$ cat src/hdl/stq_pkg.sv
// ----------------------------------------------------------------------------
// stq_pkg
// Shared types and constants for the sorted timer queue: request and result
// payloads, the per-cell entry, the cell control bundle and the FSM states.
// ----------------------------------------------------------------------------
package stq_pkg;

  // Sizes
  localparam int STQ_NUM_TIMERS = 16;
  localparam int ID_W           = 4;
  localparam int TIME_W         = 64;

  // Request action codes
  localparam logic [1:0] ACT_SCHEDULE = 2'd0;
  localparam logic [1:0] ACT_CANCEL   = 2'd1;
  localparam logic [1:0] ACT_POLL     = 2'd2;

  // Deadline value meaning "never expires"
  localparam logic [TIME_W-1:0] DEADLINE_NEVER = '1;

  // Request payload
  typedef struct packed {
    logic [1:0]        action;
    logic [ID_W-1:0]   timer_id;
    logic [TIME_W-1:0] deadline;
    logic [TIME_W-1:0] time_now;
  } stq_in_t;

  // Result payload
  typedef struct packed {
    logic [ID_W-1:0]   fired_id;
    logic [TIME_W-1:0] fired_deadline;
  } stq_out_t;

  // One slot of the sorted list
  typedef struct packed {
    logic              valid;
    logic [ID_W-1:0]   id;
    logic [TIME_W-1:0] deadline;
  } stq_entry_t;

  // Operation broadcast to every cell
  typedef enum logic [1:0] {
    CELL_HOLD,
    CELL_REMOVE,
    CELL_DROP_HEAD,
    CELL_INSERT
  } stq_cell_op_t;

  typedef struct packed {
    stq_cell_op_t      op;
    logic [ID_W-1:0]   key_id;
    logic [TIME_W-1:0] key_deadline;
  } stq_ctrl_t;

  // Controller states
  typedef enum logic {
    ST_IDLE,
    ST_INSERT
  } stq_state_t;

endpackage

$ cat src/hdl/stq_cell.sv
// ----------------------------------------------------------------------------
// stq_cell
// One slot of the sorted timer list. Compares its entry with the broadcast
// key and either holds, takes its right neighbor (list closes up), takes its
// left neighbor (list opens up) or loads the new entry.
// ----------------------------------------------------------------------------
module stq_cell
  import stq_pkg::*;
(
  input  logic       clk,
  input  logic       rst_n,
  input  stq_ctrl_t  ctrl,
  input  stq_entry_t left_i,
  input  stq_entry_t right_i,
  input  logic       hit_i,
  input  logic       ge_i,
  output logic       hit_o,
  output logic       ge_o,
  output stq_entry_t entry_o
);

  stq_entry_t entry_r;
  stq_entry_t entry_nxt;

  // id found here or in any earlier slot
  assign hit_o = hit_i | (entry_r.valid && (entry_r.id == ctrl.key_id));

  // new entry belongs at or before this slot (list is sorted, valid prefix)
  assign ge_o = !entry_r.valid || (entry_r.deadline >= ctrl.key_deadline);

  // next entry
  always_comb begin
    entry_nxt = entry_r;
    unique case (ctrl.op)
      CELL_HOLD: begin
        entry_nxt = entry_r;
      end
      CELL_REMOVE: begin
        if (hit_o) begin
          entry_nxt = right_i;
        end
      end
      CELL_DROP_HEAD: begin
        entry_nxt = right_i;
      end
      CELL_INSERT: begin
        if (ge_i) begin
          entry_nxt = left_i;
        end else if (ge_o) begin
          entry_nxt.valid    = 1'b1;
          entry_nxt.id       = ctrl.key_id;
          entry_nxt.deadline = ctrl.key_deadline;
        end
      end
      default: begin
        entry_nxt = entry_r;
      end
    endcase
  end

  // slot register: occupied flag is reset, payload meaningful only while valid
  always_ff @(posedge clk) begin
    if (!rst_n) begin
      entry_r.valid <= 1'b0;
    end else begin
      entry_r.valid <= entry_nxt.valid;
    end
    entry_r.id       <= entry_nxt.id;
    entry_r.deadline <= entry_nxt.deadline;
  end

  assign entry_o = entry_r;

endmodule

$ cat src/hdl/sorted_timer_queue.sv
// ----------------------------------------------------------------------------
// sorted_timer_queue
// Deadline-ordered timer list built as a row of compare-and-shift cells.
// ----------------------------------------------------------------------------
// Usage:
//   Requests enter on in_req when start is high and busy is low. A schedule
//   removes any pending entry with the same id and then, unless the deadline
//   is the never value, inserts it ahead of the first entry with an equal or
//   later deadline. A cancel removes the id. A poll fires the head entry when
//   its deadline is not later than time_now.
//   Cancel and poll complete in the accept cycle. A schedule with a real
//   deadline removes in the accept cycle and inserts through the cell row
//   in the next, busy high. Removal search is a prefix OR along the row.
//   A fired timer shows on out_res with out_valid high for exactly one cycle,
//   the cycle after the poll was accepted. The receiver cannot stall; polls
//   may be issued back to back.
//   Reset clears every slot's occupied flag at once; no clearing pass.
//   When the list is full the latest entry drops off the end on insert.
// ----------------------------------------------------------------------------
module sorted_timer_queue
  import stq_pkg::*;
#(
  parameter int NUM_TIMERS = STQ_NUM_TIMERS
) (
  input  logic     clk,
  input  logic     rst_n,
  input  logic     start,
  output logic     busy,
  input  stq_in_t  in_req,
  output logic     out_valid,
  output stq_out_t out_res
);

  stq_state_t state_r;
  stq_state_t state_nxt;
  stq_ctrl_t  ctrl;
  logic       accept;
  logic       fire;

  logic [ID_W-1:0]   pend_id_r;
  logic [TIME_W-1:0] pend_deadline_r;
  logic              out_valid_r;
  stq_out_t          out_res_r;

  stq_entry_t entry_w [NUM_TIMERS];
  logic       hit_w   [NUM_TIMERS];
  logic       ge_w    [NUM_TIMERS];

  assign busy   = (state_r == ST_INSERT);
  assign accept = start && !busy;

  // head of the list expires
  assign fire = entry_w[0].valid && (entry_w[0].deadline <= in_req.time_now);

  // controller: next state and cell command
  always_comb begin
    state_nxt         = state_r;
    ctrl.op           = CELL_HOLD;
    ctrl.key_id       = in_req.timer_id;
    ctrl.key_deadline = in_req.deadline;
    unique case (state_r)
      ST_IDLE: begin
        if (accept) begin
          case (in_req.action)
            ACT_SCHEDULE: begin
              ctrl.op = CELL_REMOVE;
              if (in_req.deadline != DEADLINE_NEVER) begin
                state_nxt = ST_INSERT;
              end
            end
            ACT_CANCEL: begin
              ctrl.op = CELL_REMOVE;
            end
            ACT_POLL: begin
              if (fire) begin
                ctrl.op = CELL_DROP_HEAD;
              end
            end
            default: begin
              ctrl.op = CELL_HOLD;
            end
          endcase
        end
      end
      ST_INSERT: begin
        ctrl.op           = CELL_INSERT;
        ctrl.key_id       = pend_id_r;
        ctrl.key_deadline = pend_deadline_r;
        state_nxt         = ST_IDLE;
      end
      default: begin
        state_nxt = ST_IDLE;
      end
    endcase
  end

  // state register
  always_ff @(posedge clk) begin
    if (!rst_n) begin
      state_r <= ST_IDLE;
    end else begin
      state_r <= state_nxt;
    end
  end

  // pending schedule key
  always_ff @(posedge clk) begin
    if (accept) begin
      pend_id_r       <= in_req.timer_id;
      pend_deadline_r <= in_req.deadline;
    end
  end

  // result strobe
  always_ff @(posedge clk) begin
    if (!rst_n) begin
      out_valid_r <= 1'b0;
    end else begin
      out_valid_r <= accept && (in_req.action == ACT_POLL) && fire;
    end
  end

  // result payload
  always_ff @(posedge clk) begin
    if (accept && fire) begin
      out_res_r.fired_id       <= entry_w[0].id;
      out_res_r.fired_deadline <= entry_w[0].deadline;
    end
  end

  assign out_valid = out_valid_r;
  assign out_res   = out_res_r;

  // row of cells
  for (genvar j = 0; j < NUM_TIMERS; j++) begin : g_cell
    stq_entry_t left_w;
    stq_entry_t right_w;
    logic       hit_in_w;
    logic       ge_in_w;

    if (j == 0) begin : g_first
      assign left_w   = '0;
      assign hit_in_w = 1'b0;
      assign ge_in_w  = 1'b0;
    end else begin : g_mid
      assign left_w   = entry_w[j-1];
      assign hit_in_w = hit_w[j-1];
      assign ge_in_w  = ge_w[j-1];
    end

    if (j == NUM_TIMERS - 1) begin : g_last
      assign right_w = '0;
      stq_cell u_cell (
        .clk     (clk),
        .rst_n   (rst_n),
        .ctrl    (ctrl),
        .left_i  (left_w),
        .right_i (right_w),
        .hit_i   (hit_in_w),
        .ge_i    (ge_in_w),
        .hit_o   (hit_w[j]),
        .ge_o    (ge_w[j]),
        .entry_o (entry_w[j])
      );
    end else begin : g_inner
      assign right_w = entry_w[j+1];
      stq_cell u_cell (
        .clk     (clk),
        .rst_n   (rst_n),
        .ctrl    (ctrl),
        .left_i  (left_w),
        .right_i (right_w),
        .hit_i   (hit_in_w),
        .ge_i    (ge_in_w),
        .hit_o   (hit_w[j]),
        .ge_o    (ge_w[j]),
        .entry_o (entry_w[j])
      );
    end
  end

endmodule

$ cat config.mk
export PLATFORM = sky130hd
export DESIGN_NAME = sorted_timer_queue
export DESIGN_NICKNAME = d
export VERILOG_FILES = /design/src/hdl/stq_pkg.sv /design/src/hdl/stq_cell.sv /design/src/hdl/sorted_timer_queue.sv
export SDC_FILE = /design/constraint.sdc
export NUM_CORES = 2
export LEC_CHECK = 0
export BUFFER_PORTS_ARGS = -buffer_cell sky130_fd_sc_hd__buf_2
export CAP_MARGIN = 15
export CORE_MARGIN = 2
export CORE_UTILIZATION = 45
export DETAILED_ROUTE_END_ITERATION = 10
export PLACE_DENSITY_LB_ADDON = 0.08
export SETUP_SLACK_MARGIN = 0.02
export SLEW_MARGIN = 10
export SYNTH_ARGS = -nofsm -noshare
export SYNTH_HDL_FRONTEND = slang
export SYNTH_HIERARCHICAL = 1
export SYNTH_SLANG_ARGS = --single-unit
$ cat constraint.sdc
create_clock -name clk -period 18.8 [get_ports clk]
set_input_delay 4.7 -clock clk [delete_from_list [all_inputs] [get_ports clk]]
set_output_delay 4.7 -clock clk [all_outputs]
set_load 0.01 [all_outputs]
==> flow_metrics.py <==
metrics = {
    "routing": {
        "wl_per_cell_um": 19.5,
        "ant_nets": 0,
        "via_count": 67000,
        "drtPass1Iterations": 6,
        "viasPerCell": 5.48,
        "drt-initial-drc-count": 5206,
        "drcViolationCount": 0,
        "routed_wl_mm": 238,
    },
    "sta": {
        "timing.final.hold_violations": 0,
        "setup_violations": 0,
        "finalWorstSetupSlack_ns": 8.76,
        "fmax_mhz": 99.6,
        "finalCriticalPeriod_ns": 10.04,
        "worst_pin_slew_ns": 1.19,
        "report.final.slew_viol_count": 0,
        "relSlewSlack": 0.199,
        "finClkSkew_ns": 0.0229,
        "rsz0062_at_grt": "false",
        "final.period_utilization": 0.534,
        "totalNegativeSetupSlack_ns": 0,
    },
    "power_and_ir_drop": {
        "switching_power_mw": 2.01,
        "intPower_mw": 5.27,
        "p_leak_nw": 47.9,
        "pwr-share-seq": 0.459,
        "cellPowerDensity_nw_per_um2": 73.8,
        "clkPwrFrac": 0.391,
        "p_total_mw": 7.27,
        "peakVddDrop_uv": 78.5,
        "switching_share": 0.276,
        "combinationalPowerShare": 0.150,
    },
    "worst_setup_path": {
        "rr_worst_depth": 23,
        "required_ns": 19.23,
        "worstPathArrival_ns": 10.47,
        "path_class": "in2reg",
        "worst_setup_path_end_kind": "register",
        "r2r_slack_ns": 11.99,
        "regToRegStartpoint": "busy",
        "worstSetupStartpointType": "primary input",
        "r2r-end": "g_cell[15].g_last.u_cell/entry_o[28]",
        "cp_max_fo": 68,
    },
    "cts": {
        "worstSkewPairLatency_ns": 0.82,
        "cts_setup_buffers": 0,
        "cts_made_buffers": 152,
        "cts.path.max_buffers": 3,
        "root_buffer": "clkbuf_16",
        "clock-sinks": 1242,
        "hold_buffers": 0,
        "post_cts_resized": 0,
        "cts_tree": "built",
        "cts_max_level": 4,
        "clk_pin_slew_worst_paths_ns": 0.06,
    },
    "run": {
        "drv_cap": 0,
    },
    "finish": {
        "final_cells": 12200,
        "syn_to_final_growth_pct": 9.67,
        "nNetsFinal": 10700,
        "multi_input_area_um2": 47500,
        "regArea_um2": 37100,
        "drive_gt1_frac": 0.0779,
        "nFillCells": 18600,
    },
    "global_routing": {
        "gr-total-overflow": 0,
        "grt_pass1_wl_mm": 373,
        "grt.total_usage": 0.228,
        "grt_pass1_vias": 65900,
        "antenna_found_initial": 1,
        "grt_max_degree": 89,
    },
    "placement": {
        "port_buffers": 206,
        "pre_cts_slack_ns": 7.97,
        "gp_congestion": 0.866,
        "dpl.hpwl_mm": 183,
        "dp.cells": 11900,
    },
    "logic_synthesis": {
        "yosysWarnings": 6,
        "avgSynthCellArea_um2": 9.73,
        "syn_inst": 9242,
        "synth.cell_area_um2": 89900,
    },
    "die": {
        "fp.dieW_um": 451,
        "num_rows": 164,
        "io_pins": 207,
        "core_um2": 199000,
        "die_y_um": 451,
        "initial_core_util": 0.452,
        "dieArea_um2": 203000,
    },
    "worst_hold_path": {
        "hold_path_depth": 0,
        "min_to": "out_res[63]",
        "hold_path_class": "reg2reg",
        "min-delay-start": "g_cell[0].g_inner.u_cell/entry_o[63]",
    },
    "outcome": {
        "status": "finished clean",
    },
}
## worst max-delay path, cell delays in order
cell and delay (ns):
buf_2 0.11, mux2_2 0.29, buf_4 0.28, xor2_1 0.21, nor3_1 0.08, a31o_2 0.25
a31o_2 0.24, a31o_2 0.24, a31o_2 0.25, a31o_2 0.24, a31o_2 0.24, a31o_2 0.24
a31o_2 0.24, a31o_2 0.24, a31o_2 0.24, a31o_2 0.25, a31o_2 0.24, a31o_2 0.24
a31o_2 0.24, a31o_2 0.24, a31o_2 0.22, and3_1 0.19, or2_2 0.29, buf_4 0.42
## how the worst max path moves through the flow
stage                                                       to         from  slack, ns  depth (start not counted)
after global routing      g_cell[15].g_last.u_cell/entry_o[10]  in_req[130]       8.60                         24
after detailed placement  g_cell[15].g_last.u_cell/entry_o[22]  in_req[130]       7.97                         24
after floorplan            g_cell[0].g_inner.u_cell/entry_o[0]        start       5.87                          7
final                     g_cell[15].g_last.u_cell/entry_o[28]  in_req[130]       8.76                         24
after CTS                 g_cell[15].g_last.u_cell/entry_o[10]  in_req[130]       8.86                         24
after global placement    g_cell[15].g_last.u_cell/entry_o[17]  in_req[130]       7.97                         24
## metrics by stage
stage	area, um^2	hold slack (ns)	utilization
2_1_floorplan	90400	0.471	-
3_3_place_gp	93900	0.531	0.472
3_5_place_dp	93900	0.544	0.472
4_1_cts	98600	0.563	0.495
5_1_grt	98600	0.572	0.495
6_report	98600	0.553	0.495
## cell usage in the layout, fill, tap and decap left out, types with 22 or more instances in the layout
master and instances:
a21oi_1 1497, edfxtp_1 1224, nor2_1 1220, inv_1 1139
ha_1 1088, mux2i_1 1088, nand2_1 335, buf_2 206
nand4_1 173, clkbuf_16 156, conb_1 141, nand3_1 121
o21ai_0 113, buf_4 76, mux2_2 68, o21ai_1 68
a211oi_1 65, nand2b_1 64, a221oi_1 52, nor3_1 52
clkbuf_1 52, o211ai_1 49, xor2_1 48, clkinv_1 35
and3_1 32, o31ai_1 32, nor4_1 22
## state kept, by name, indices dropped and copies added, names as in the netlist
register,count
busy,1
out_valid,1
pend_deadline_r,64
g_cell.g_last.u_cell/entry_o,69
g_cell.g_inner.u_cell/entry_o,1035
out_res,68
pend_id_r,4
## power by group through the flow
| stage | combinational (mW) | clock [mW] | sequential (mW) |
|---|---|---|---|
| after detailed placement | 1.09 | 0 | 3.39 |
| final | 1.09 | 2.84 | 3.34 |
| after global routing | 1.25 | 3.02 | 3.35 |
| after CTS | 1.09 | 2.93 | 3.33 |
| after global placement | 1.03 | 0 | 3.39 |
| after floorplan | 0.783 | 0 | 3.34 |
## cell type report
cell class / instances / share of cell area
Multi-Input combinational cell: 6625 / 0.482
Sequential cell: 1242 / 0.377
Inverter: 1139 / 0.0434
Clock buffer: 212 / 0.0421
Tap cell: 2656 / 0.0337
Timing Repair Buffer: 282 / 0.0162
Clock inverter: 68 / 0.00558
Antenna cell: 1 / 0.0000254
## per-layer routing
| metal | wire length, um | vias to the layer above | part of all wire | global-route usage |
|---|---|---|---|---|
| met2 | 103000 | 1661 | 0.43 | 0.352 |
| li1 | - | 33500 | - | - |
| met1 | 116000 | 31500 | 0.49 | 0.329 |
| met3 | 10700 | 335 | 0.045 | 0.0232 |
| met5 | 0 | - | 0 | 0 |
| met4 | 8690 | 0 | 0.037 | 0.0874 |
No activity file was read; power rests on OpenSTA's default activity.
